## config.mk

```make
export PLATFORM = sky130hd
export DESIGN_NAME = priority_stack_queue_unit
export DESIGN_NICKNAME = d
export VERILOG_FILES = /design/src/rtl/core/psq_pkg.sv /design/src/rtl/core/priority_stack_queue_unit.sv /design/src/rtl/core/psq_ctrl.sv /design/src/rtl/core/psq_datapath.sv
export SDC_FILE = /design/constraint.sdc
export NUM_CORES = 1
export LEC_CHECK = 0
export BUFFER_PORTS_ARGS = -buffer_cell sky130_fd_sc_hd__buf_4
export CORE_ASPECT_RATIO = 1.25
export CORE_MARGIN = 3
export CORE_UTILIZATION = 50
export DETAILED_ROUTE_END_ITERATION = 10
export PLACE_DENSITY = 0.71
export SYNTH_ARGS = -nofsm -noshare
export SYNTH_HDL_FRONTEND = slang
export SYNTH_SLANG_ARGS = --single-unit
```

## constraint.sdc

```tcl
create_clock -name clk -period 4.65 [get_ports clk]
set_input_delay 0.465 -clock clk [delete_from_list [all_inputs] [get_ports clk]]
set_output_delay 0.465 -clock clk [all_outputs]
set_load 0.05 [all_outputs]
```

## src/rtl/core/psq_pkg.sv

```systemverilog
`timescale 1ns / 1ps
`default_nettype none

package psq_pkg;

  localparam int PRIO_W   = 8;
  localparam int HANDLE_W = 16;
  localparam int STATUS_W = 2;

  typedef enum logic {
    MODE_PUSH = 1'b0,
    MODE_POP  = 1'b1
  } mode_t;

  typedef enum logic [STATUS_W-1:0] {
    ST_PUSHED    = 2'd0,
    ST_POPPED    = 2'd1,
    ST_POP_EMPTY = 2'd2,
    ST_PUSH_FULL = 2'd3
  } status_t;

  typedef enum logic {
    FSM_IDLE   = 1'b0,
    FSM_RESULT = 1'b1
  } fsm_state_t;

  // controller -> datapath
  typedef struct packed {
    logic do_push;
    logic do_pop;
    logic capture;
  } psq_cmd_t;

  // datapath -> controller
  typedef struct packed {
    logic full;
    logic empty;
  } psq_stat_t;

endpackage

`default_nettype wire

```

## src/rtl/core/priority_stack_queue_unit.sv

```systemverilog
// Output: a transaction's result is strobed on out_valid in the cycle after acceptance.
// Throughput: one push or pop per cycle; every slot compares and shifts in parallel,
//   so the parallel update of the slot array sets the rate and busy stays low.
// Reset: synchronous, active low; empties the queue (fill count to zero) and drops
//   any pending result. Slot contents are not cleared. The receiver cannot stall.
`timescale 1ns / 1ps
`default_nettype none

module priority_stack_queue_unit import psq_pkg::*; #(
  parameter int DEPTH = 16
) (
  input  wire logic                clk,
  input  wire logic                rst_n,
  // command side: accepted when start is high and busy is low
  input  wire logic                start,
  output logic                     busy,
  input  wire logic                in_mode,
  input  wire logic [PRIO_W-1:0]   in_priority_req,
  input  wire logic [HANDLE_W-1:0] in_handle,
  // result side: one-cycle strobe, no back pressure
  output logic                     out_valid,
  output logic [STATUS_W-1:0]      out_status,
  output logic [PRIO_W-1:0]        out_priority,
  output logic [HANDLE_W-1:0]      out_handle
);

  // Controller picks push/pop/reject from mode and the full/empty status;
  // the datapath is a sorted row of slots, head at slot 0. On a push each
  // slot compares its entry against the new priority: strictly more urgent
  // entries hold, the first slot that is not takes the new entry, and the
  // rest shift down one. Ties land ahead of older entries (newest first).
  // On a pop all slots shift up and the head goes to the result register.

  psq_cmd_t  cmd;
  psq_stat_t stat;

  psq_ctrl u_ctrl (
    .clk        (clk),
    .rst_n      (rst_n),
    .start      (start),
    .in_mode    (in_mode),
    .stat       (stat),
    .cmd        (cmd),
    .busy       (busy),
    .out_valid  (out_valid),
    .out_status (out_status)
  );

  psq_datapath #(
    .DEPTH (DEPTH)
  ) u_datapath (
    .clk             (clk),
    .rst_n           (rst_n),
    .cmd             (cmd),
    .in_priority_req (in_priority_req),
    .in_handle       (in_handle),
    .stat            (stat),
    .out_priority    (out_priority),
    .out_handle      (out_handle)
  );

endmodule

`default_nettype wire

```

## src/rtl/core/psq_ctrl.sv

```systemverilog
`timescale 1ns / 1ps
`default_nettype none

module psq_ctrl import psq_pkg::*; (
  input  wire logic                clk,
  input  wire logic                rst_n,
  input  wire logic                start,
  input  wire logic                in_mode,
  input  wire psq_stat_t           stat,
  output psq_cmd_t                 cmd,
  output logic                     busy,
  output logic                     out_valid,
  output logic [STATUS_W-1:0]      out_status
);

  fsm_state_t state_r, state_nxt;
  status_t    status_r, status_nxt;
  logic       accept;

  // one transaction per cycle; the result register frees the slot array
  assign busy   = 1'b0;
  assign accept = start && !busy;

  always_ff @(posedge clk) begin
    if (!rst_n) begin
      state_r <= FSM_IDLE;
    end else begin
      state_r <= state_nxt;
    end
  end

  always_ff @(posedge clk) begin
    status_r <= status_nxt;
  end

  always_comb begin
    state_nxt   = state_r;
    status_nxt  = status_r;
    cmd         = '0;
    cmd.capture = accept;
    unique case (state_r)
      FSM_IDLE, FSM_RESULT: begin
        state_nxt = accept ? FSM_RESULT : FSM_IDLE;
      end
      default: state_nxt = FSM_IDLE;
    endcase
    if (accept) begin
      if (mode_t'(in_mode) == MODE_PUSH) begin
        if (stat.full) begin
          status_nxt = ST_PUSH_FULL;
        end else begin
          status_nxt  = ST_PUSHED;
          cmd.do_push = 1'b1;
        end
      end else begin
        if (stat.empty) begin
          status_nxt = ST_POP_EMPTY;
        end else begin
          status_nxt = ST_POPPED;
          cmd.do_pop = 1'b1;
        end
      end
    end
  end

  assign out_valid  = (state_r == FSM_RESULT);
  assign out_status = status_r;

endmodule

`default_nettype wire

```

## src/rtl/core/psq_datapath.sv

```systemverilog
`timescale 1ns / 1ps
`default_nettype none

module psq_datapath import psq_pkg::*; #(
  parameter int DEPTH = 16
) (
  input  wire logic                clk,
  input  wire logic                rst_n,
  input  wire psq_cmd_t            cmd,
  input  wire logic [PRIO_W-1:0]   in_priority_req,
  input  wire logic [HANDLE_W-1:0] in_handle,
  output psq_stat_t                stat,
  output logic [PRIO_W-1:0]        out_priority,
  output logic [HANDLE_W-1:0]      out_handle
);

  localparam int CNT_W = $clog2(DEPTH + 1);

  logic [PRIO_W-1:0]   prio_r   [DEPTH];
  logic [HANDLE_W-1:0] handle_r [DEPTH];
  logic [DEPTH-1:0]    ahead;  // slot holds a strictly more urgent entry
  logic [CNT_W-1:0]    count_r, count_nxt;
  logic [PRIO_W-1:0]   oprio_r;
  logic [HANDLE_W-1:0] ohandle_r;

  assign stat.full  = (count_r == CNT_W'(DEPTH));
  assign stat.empty = (count_r == '0);

  genvar i;
  generate
    for (i = 0; i < DEPTH; i++) begin : g_slot
      logic take_new;
      logic [PRIO_W-1:0]   up_prio, dn_prio;
      logic [HANDLE_W-1:0] up_handle, dn_handle;

      assign ahead[i] = (CNT_W'(i) < count_r) && (prio_r[i] < in_priority_req);

      if (i == 0) begin : g_first
        assign take_new  = !ahead[i];
        assign up_prio   = in_priority_req;
        assign up_handle = in_handle;
      end else begin : g_rest
        assign take_new  = !ahead[i] && ahead[i-1];
        assign up_prio   = prio_r[i-1];
        assign up_handle = handle_r[i-1];
      end

      if (i == DEPTH - 1) begin : g_last
        assign dn_prio   = prio_r[i];
        assign dn_handle = handle_r[i];
      end else begin : g_mid
        assign dn_prio   = prio_r[i+1];
        assign dn_handle = handle_r[i+1];
      end

      always_ff @(posedge clk) begin
        if (cmd.do_push && !ahead[i]) begin
          // insertion point takes the new entry, everything behind moves down
          prio_r[i]   <= take_new ? in_priority_req : up_prio;
          handle_r[i] <= take_new ? in_handle : up_handle;
        end else if (cmd.do_pop) begin
          prio_r[i]   <= dn_prio;
          handle_r[i] <= dn_handle;
        end
      end
    end
  endgenerate

  always_comb begin
    count_nxt = count_r;
    if (cmd.do_push) begin
      count_nxt = count_r + 1'b1;
    end else if (cmd.do_pop) begin
      count_nxt = count_r - 1'b1;
    end
  end

  always_ff @(posedge clk) begin
    if (!rst_n) begin
      count_r <= '0;
    end else begin
      count_r <= count_nxt;
    end
  end

  always_ff @(posedge clk) begin
    if (cmd.capture) begin
      oprio_r   <= cmd.do_pop ? prio_r[0] : '0;
      ohandle_r <= cmd.do_pop ? handle_r[0] : '0;
    end
  end

  assign out_priority = oprio_r;
  assign out_handle   = ohandle_r;

endmodule

`default_nettype wire
```

Word-level counts from Yosys, hierarchy flattened:

Memory sizes are Yosys's and may differ from the RTL's.
Index checks and enable logic that the tools add are counted.

* mux-type cells: 138
* add/sub/neg operators: 2
* eq/ne operators: 1
* bitwise gates (word level): 32
* reductions and logical operators: 65
* order comparisons: 32

Operator list (number)
* $mux W16: 31
* $mux W8: 31
* $lt A8 B8 Y1: 16
* $mux W1: 70
* $logic_and A1 B1 Y1: 47
* $lt A4 B5 Y1 const A: 8
* $or A1 B1 Y1: 32
* $lt A3 B5 Y1 const A: 4
* $logic_not A1 Y1: 16
* $lt A1 B5 Y1 const A: 2
* $lt A2 B5 Y1 const A: 2
* $mux W5: 2
* $mux W2: 4
* $add A5 B1 Y5 const B: 1
* $eq A5 B5 Y1 const B: 1
* $logic_not A5 Y1: 1
* $sub A5 B1 Y5 const B: 1
* $reduce_bool A2 Y1: 1

* word-level logic and storage cells: 277
* memory bits (writable): 384
* bits in registers: 32
* output and inout port bits: 28
* bits of input ports: 28
* memories kept: 2

Memory list
* u_datapath.handle_r: words 16, width 16, read ports 16, clocked after memory_dff 0, write ports 16, line psq_datapath.sv:20 `logic [HANDLE_W-1:0] handle_r [DEPTH];`
* u_datapath.prio_r: words 16, width 8, read ports 16, clocked after memory_dff 0, write ports 16, line psq_datapath.sv:19 `logic [PRIO_W-1:0] prio_r [DEPTH];`

Logic depth before layout (Yosys ltp):

* depth in word-level cells: 8
* depth in mapped cells: 11
* mapped depth without buffers: 8

By module:

Synthesis repeated with hierarchy kept, for this count alone.

* cell total of the unflattened synthesis: 2043
* area, all modules: 23656.4 um^2

By module, submodules not included
* psq_datapath: cells an instance 2029, times used 1, area an instance 23508.8 um^2, sequential area each 12351.8 um^2
* psq_ctrl: cells an instance 14, times used 1, area an instance 147.6 um^2, sequential area each 80.1 um^2

Worst setup path before layout:

Ideal clock, no wire load.

* path type: input-to-reg
* start: in in_priority_req[7]
* end: mem u_datapath.handle_r[11][0] (enable)
* buffers on the path: 1
* path slack: 0.569 ns
* required time: 4.212 ns
* stages on the path: 7
* setup time: 0.438 ns
* data arrival time: 3.642 ns
* cell sequence: clkbuf_1 inv_1 ha_1 and4_1 o21ai_0 o221a_4 o21ai_0

RTL lines
* start: declaration: line priority_stack_queue_unit.sv:18 `input wire logic [PRIO_W-1:0] in_priority_req,`
* end: declaration: line psq_datapath.sv:20

==> reports/results.txt <==
result of the run: finished, final reports clean
total DRC errors in the routed layout: 0
count of unique library cells instantiated by Yosys: 64
worst slew margin relative to its limit: 25.9%
post-layout net count: 2,202
Slowest cell on crit path: dfxtp_1
total core area: 0.0455 mm²
cell taking the most area after synthesis: edfxtp_1
GRT Total Usage: 22.0%
Layout area overhead: 8.56%
cell types with the largest area share after synthesis: edfxtp_1 (53%), mux2i_1 (9.8%), nand2_1 (6.6%)
number of routed nets with antenna violations: 0
ratio of total power to cell area: 635 mW/mm²
count of buffers inserted at the top-level ports: 54
Synth Register Bits: 416
post-cts sizing count: 0
Arr. time, crit path: 3.43 ns
global route overflow: 0
CP peak stage delay: 0.76 ns
number of buffers added for setup after CTS: 0
number of antenna violations at the first check in global routing: 0
Worst Path Required: 4.90 ns
clock tree from TritonCTS: yes
Worst setup EP type: flip-flop
Worst Path Max Fanout: 21
FF-to-FF setup slack: 1.46 ns
final slew viol count: 0
Main synth FF type: edfxtp_1
Syn Area/Cell: 11.1 µm²
first-pass GRT wire length: 87,500 µm
Final Core Density: 55.4%
worst skew pair latency: 0.58 ns
total of hold buffers inserted after clock tree synthesis: 0
Async SR Flop Fraction: 0%
total of fill cells in the finished design: 3,937
wire length per cell after detailed routing: 20.3 µm
maximum clock path buffer count: 3
fmax: 0.314 GHz
cells after synthesis: 2,086
boundary pin count: 56
post-synth design cell area: 0.0232 mm²
number of global-route vias before repair: 16,800
Final period util: 68.5%
setup repair after global routing missed its margin: no
pin count of the biggest net entering global routing: 221
synthesized net count: 2,230
row count: 87
Detailed Place HPWL: 38,200 µm
Clock Sink Count: 416
Setup crit end: u_datapath.handle_r[11][10]
static leakage: 9.52 nW
worst-margin pin slew: 1.11 ns
buffer cell driving the clock tree root: clkbuf_16
violation count after the first detailed-route iteration: 942
share of the synthesized area in the top cell type: 53.0%
worst setup path startpoint: u_datapath.count_r[0]
total wire length after detailed routing: 54,100 µm
number of enable flip-flop cells after synthesis: 410
most common cell after layout, fill and taps aside: edfxtp_1
Initial Util: 51.1%
overall power after layout: 0.0160 W
detailed-routing iteration count for the pre-antenna-repair pass: 5
floorplan die height: 247 µm
average vias per placed instance: 5.98
Hold WC Path Type: input pin to flip-flop
Post-Route Skew: 0.0153 ns
clock slew at reported path FFs: 0.06 ns
clock buffer count from CTS: 44
final number of setup-violating endpoints: 0
Reg2Reg Capture Point: u_datapath.handle_r[11][10]
synth warn: 0
Maximum Capacitance Violations: 0
H-tree lvl count: 2
sequential cell area fraction in the yosys report: 53.5%
die width: 199 µm
final-layout setup total negative slack: 0 ns
commonest cells after routing, fill and taps aside: edfxtp_1 (410), nand2_1 (406), mux2i_1 (228)
worst-case reg-to-reg path depth: 6
list of cells traversed by the critical path: inv_1, ha_1, nand3_1, nand2b_1, o21ai_2, buf_4
Final GP Congestion: 0.810
share of final-layout standard cells stronger than drive strength 1: 9.28%
number of vias in the routed layout: 16,000
category of the critical setup timing path: flip-flop to flip-flop
die area: 0.0491 mm²
Antenna Cells: 0
peak supply drop: 301 µV
Hold Fails Final Rpt: 0
type of element launching the critical path: flip-flop
reg-to-reg critical path startpoint: u_datapath.count_r[0]
minimum period implied by the final worst setup slack: 3.19 ns
-- synth_stat cells (30+ instances only) --
cell type and number:
clkbuf_1 85, a21oi_1 41, o211ai_1 101, buf_2 37
ha_1 116, o21ai_1 93, mux2i_1 228, nand3_1 106
o21ai_0 162, edfxtp_1 410, nor2_1 32, and2_1 30
nand2_1 406
-- critical path, delay by kind of cell (launching register included) --
kind / cells / cell delay (ns)
fa+ha+maj: 1 / 0.33
simple gates: 2 / 0.70
compound gates: 1 / 0.51
flops: 1 / 0.76
buf+inv: 2 / 0.52
-- layout make-up --
type	instances	area [µm²]	area share, %
sequential	416	12400	49.3
timing repair buffer	93	761	3.02
clock buffer	51	1130	4.47
tap	578	723	2.87
multi-input combinational	1484	9890	39.2
clock inverter	28	224	0.888
inverter	19	71.3	0.283
-- logic make-up after synthesis --
group                      after synthesis  synth area share [%]
adders and majority gates              116                  6.25
and+or+nand+nor                        627                  11.9
DFF                                    416                  53.5
AOI/OAI and AO/OA                      482                  12.9
other                                    1                0.0161
buffers and inverters                  186                  4.21
muxes                                  252                  11.0
xor gates and xnor gates                 6                 0.226
-- registers in the layout, indices dropped and copies added (netlist names) --
signal / count
u_datapath.handle_r: 256
u_datapath.prio_r: 128
u_datapath.out_handle: 16
u_datapath.out_priority: 8
u_datapath.count_r: 5
u_ctrl.out_status: 2
u_ctrl.out_valid: 1
-- where the power goes --
part | switching [W] | internal [W] | leakage [nW]
clock | 0.00151 | 0.00191 | 0.667
sequential | 0.000916 | 0.00630 | 3.97
combinational | 0.00327 | 0.00214 | 4.87
total | 0.00569 | 0.0103 | 9.52
-- stage by stage --
stage | instances | instance area (µm²) | hold WS, ns | setup slack, ns
after floorplan | 2086 | 23200 | 0.496 | 0.569
after global placement | 2590 | 23900 | 0.516 | 0.936
after detailed placement | 2590 | 23900 | 0.517 | 0.905
after CTS | 2669 | 25200 | 0.106 | 1.48
after global routing | 2669 | 25200 | 0.115 | 1.29
final | 2669 | 25200 | 0.131 | 1.46
-- metal layers --
metal / routed length [µm] / track usage [%]
met5: 0 / 0
met4: 1660 / 7.24
met3: 1780 / 3.13
met2: 28600 / 40.3
met1: 22000 / 26.5
-- worst min path at each step --
stage | start | to | slack [ns] | cells past startpoint
6_report | rst_n | u_datapath.count_r[0] | 0.13 | 2
2_1_floorplan | u_datapath.handle_r[15][0] | u_datapath.handle_r[14][0] | 0.50 | 2
5_1_grt | rst_n | u_datapath.count_r[0] | 0.12 | 2
4_1_cts | rst_n | u_datapath.count_r[4] | 0.11 | 2
3_3_place_gp | u_datapath.handle_r[15][11] | u_datapath.handle_r[14][11] | 0.52 | 2
3_5_place_dp | u_datapath.handle_r[15][3] | u_datapath.handle_r[14][3] | 0.52 | 2
Power figures use the tool's default switching activity.
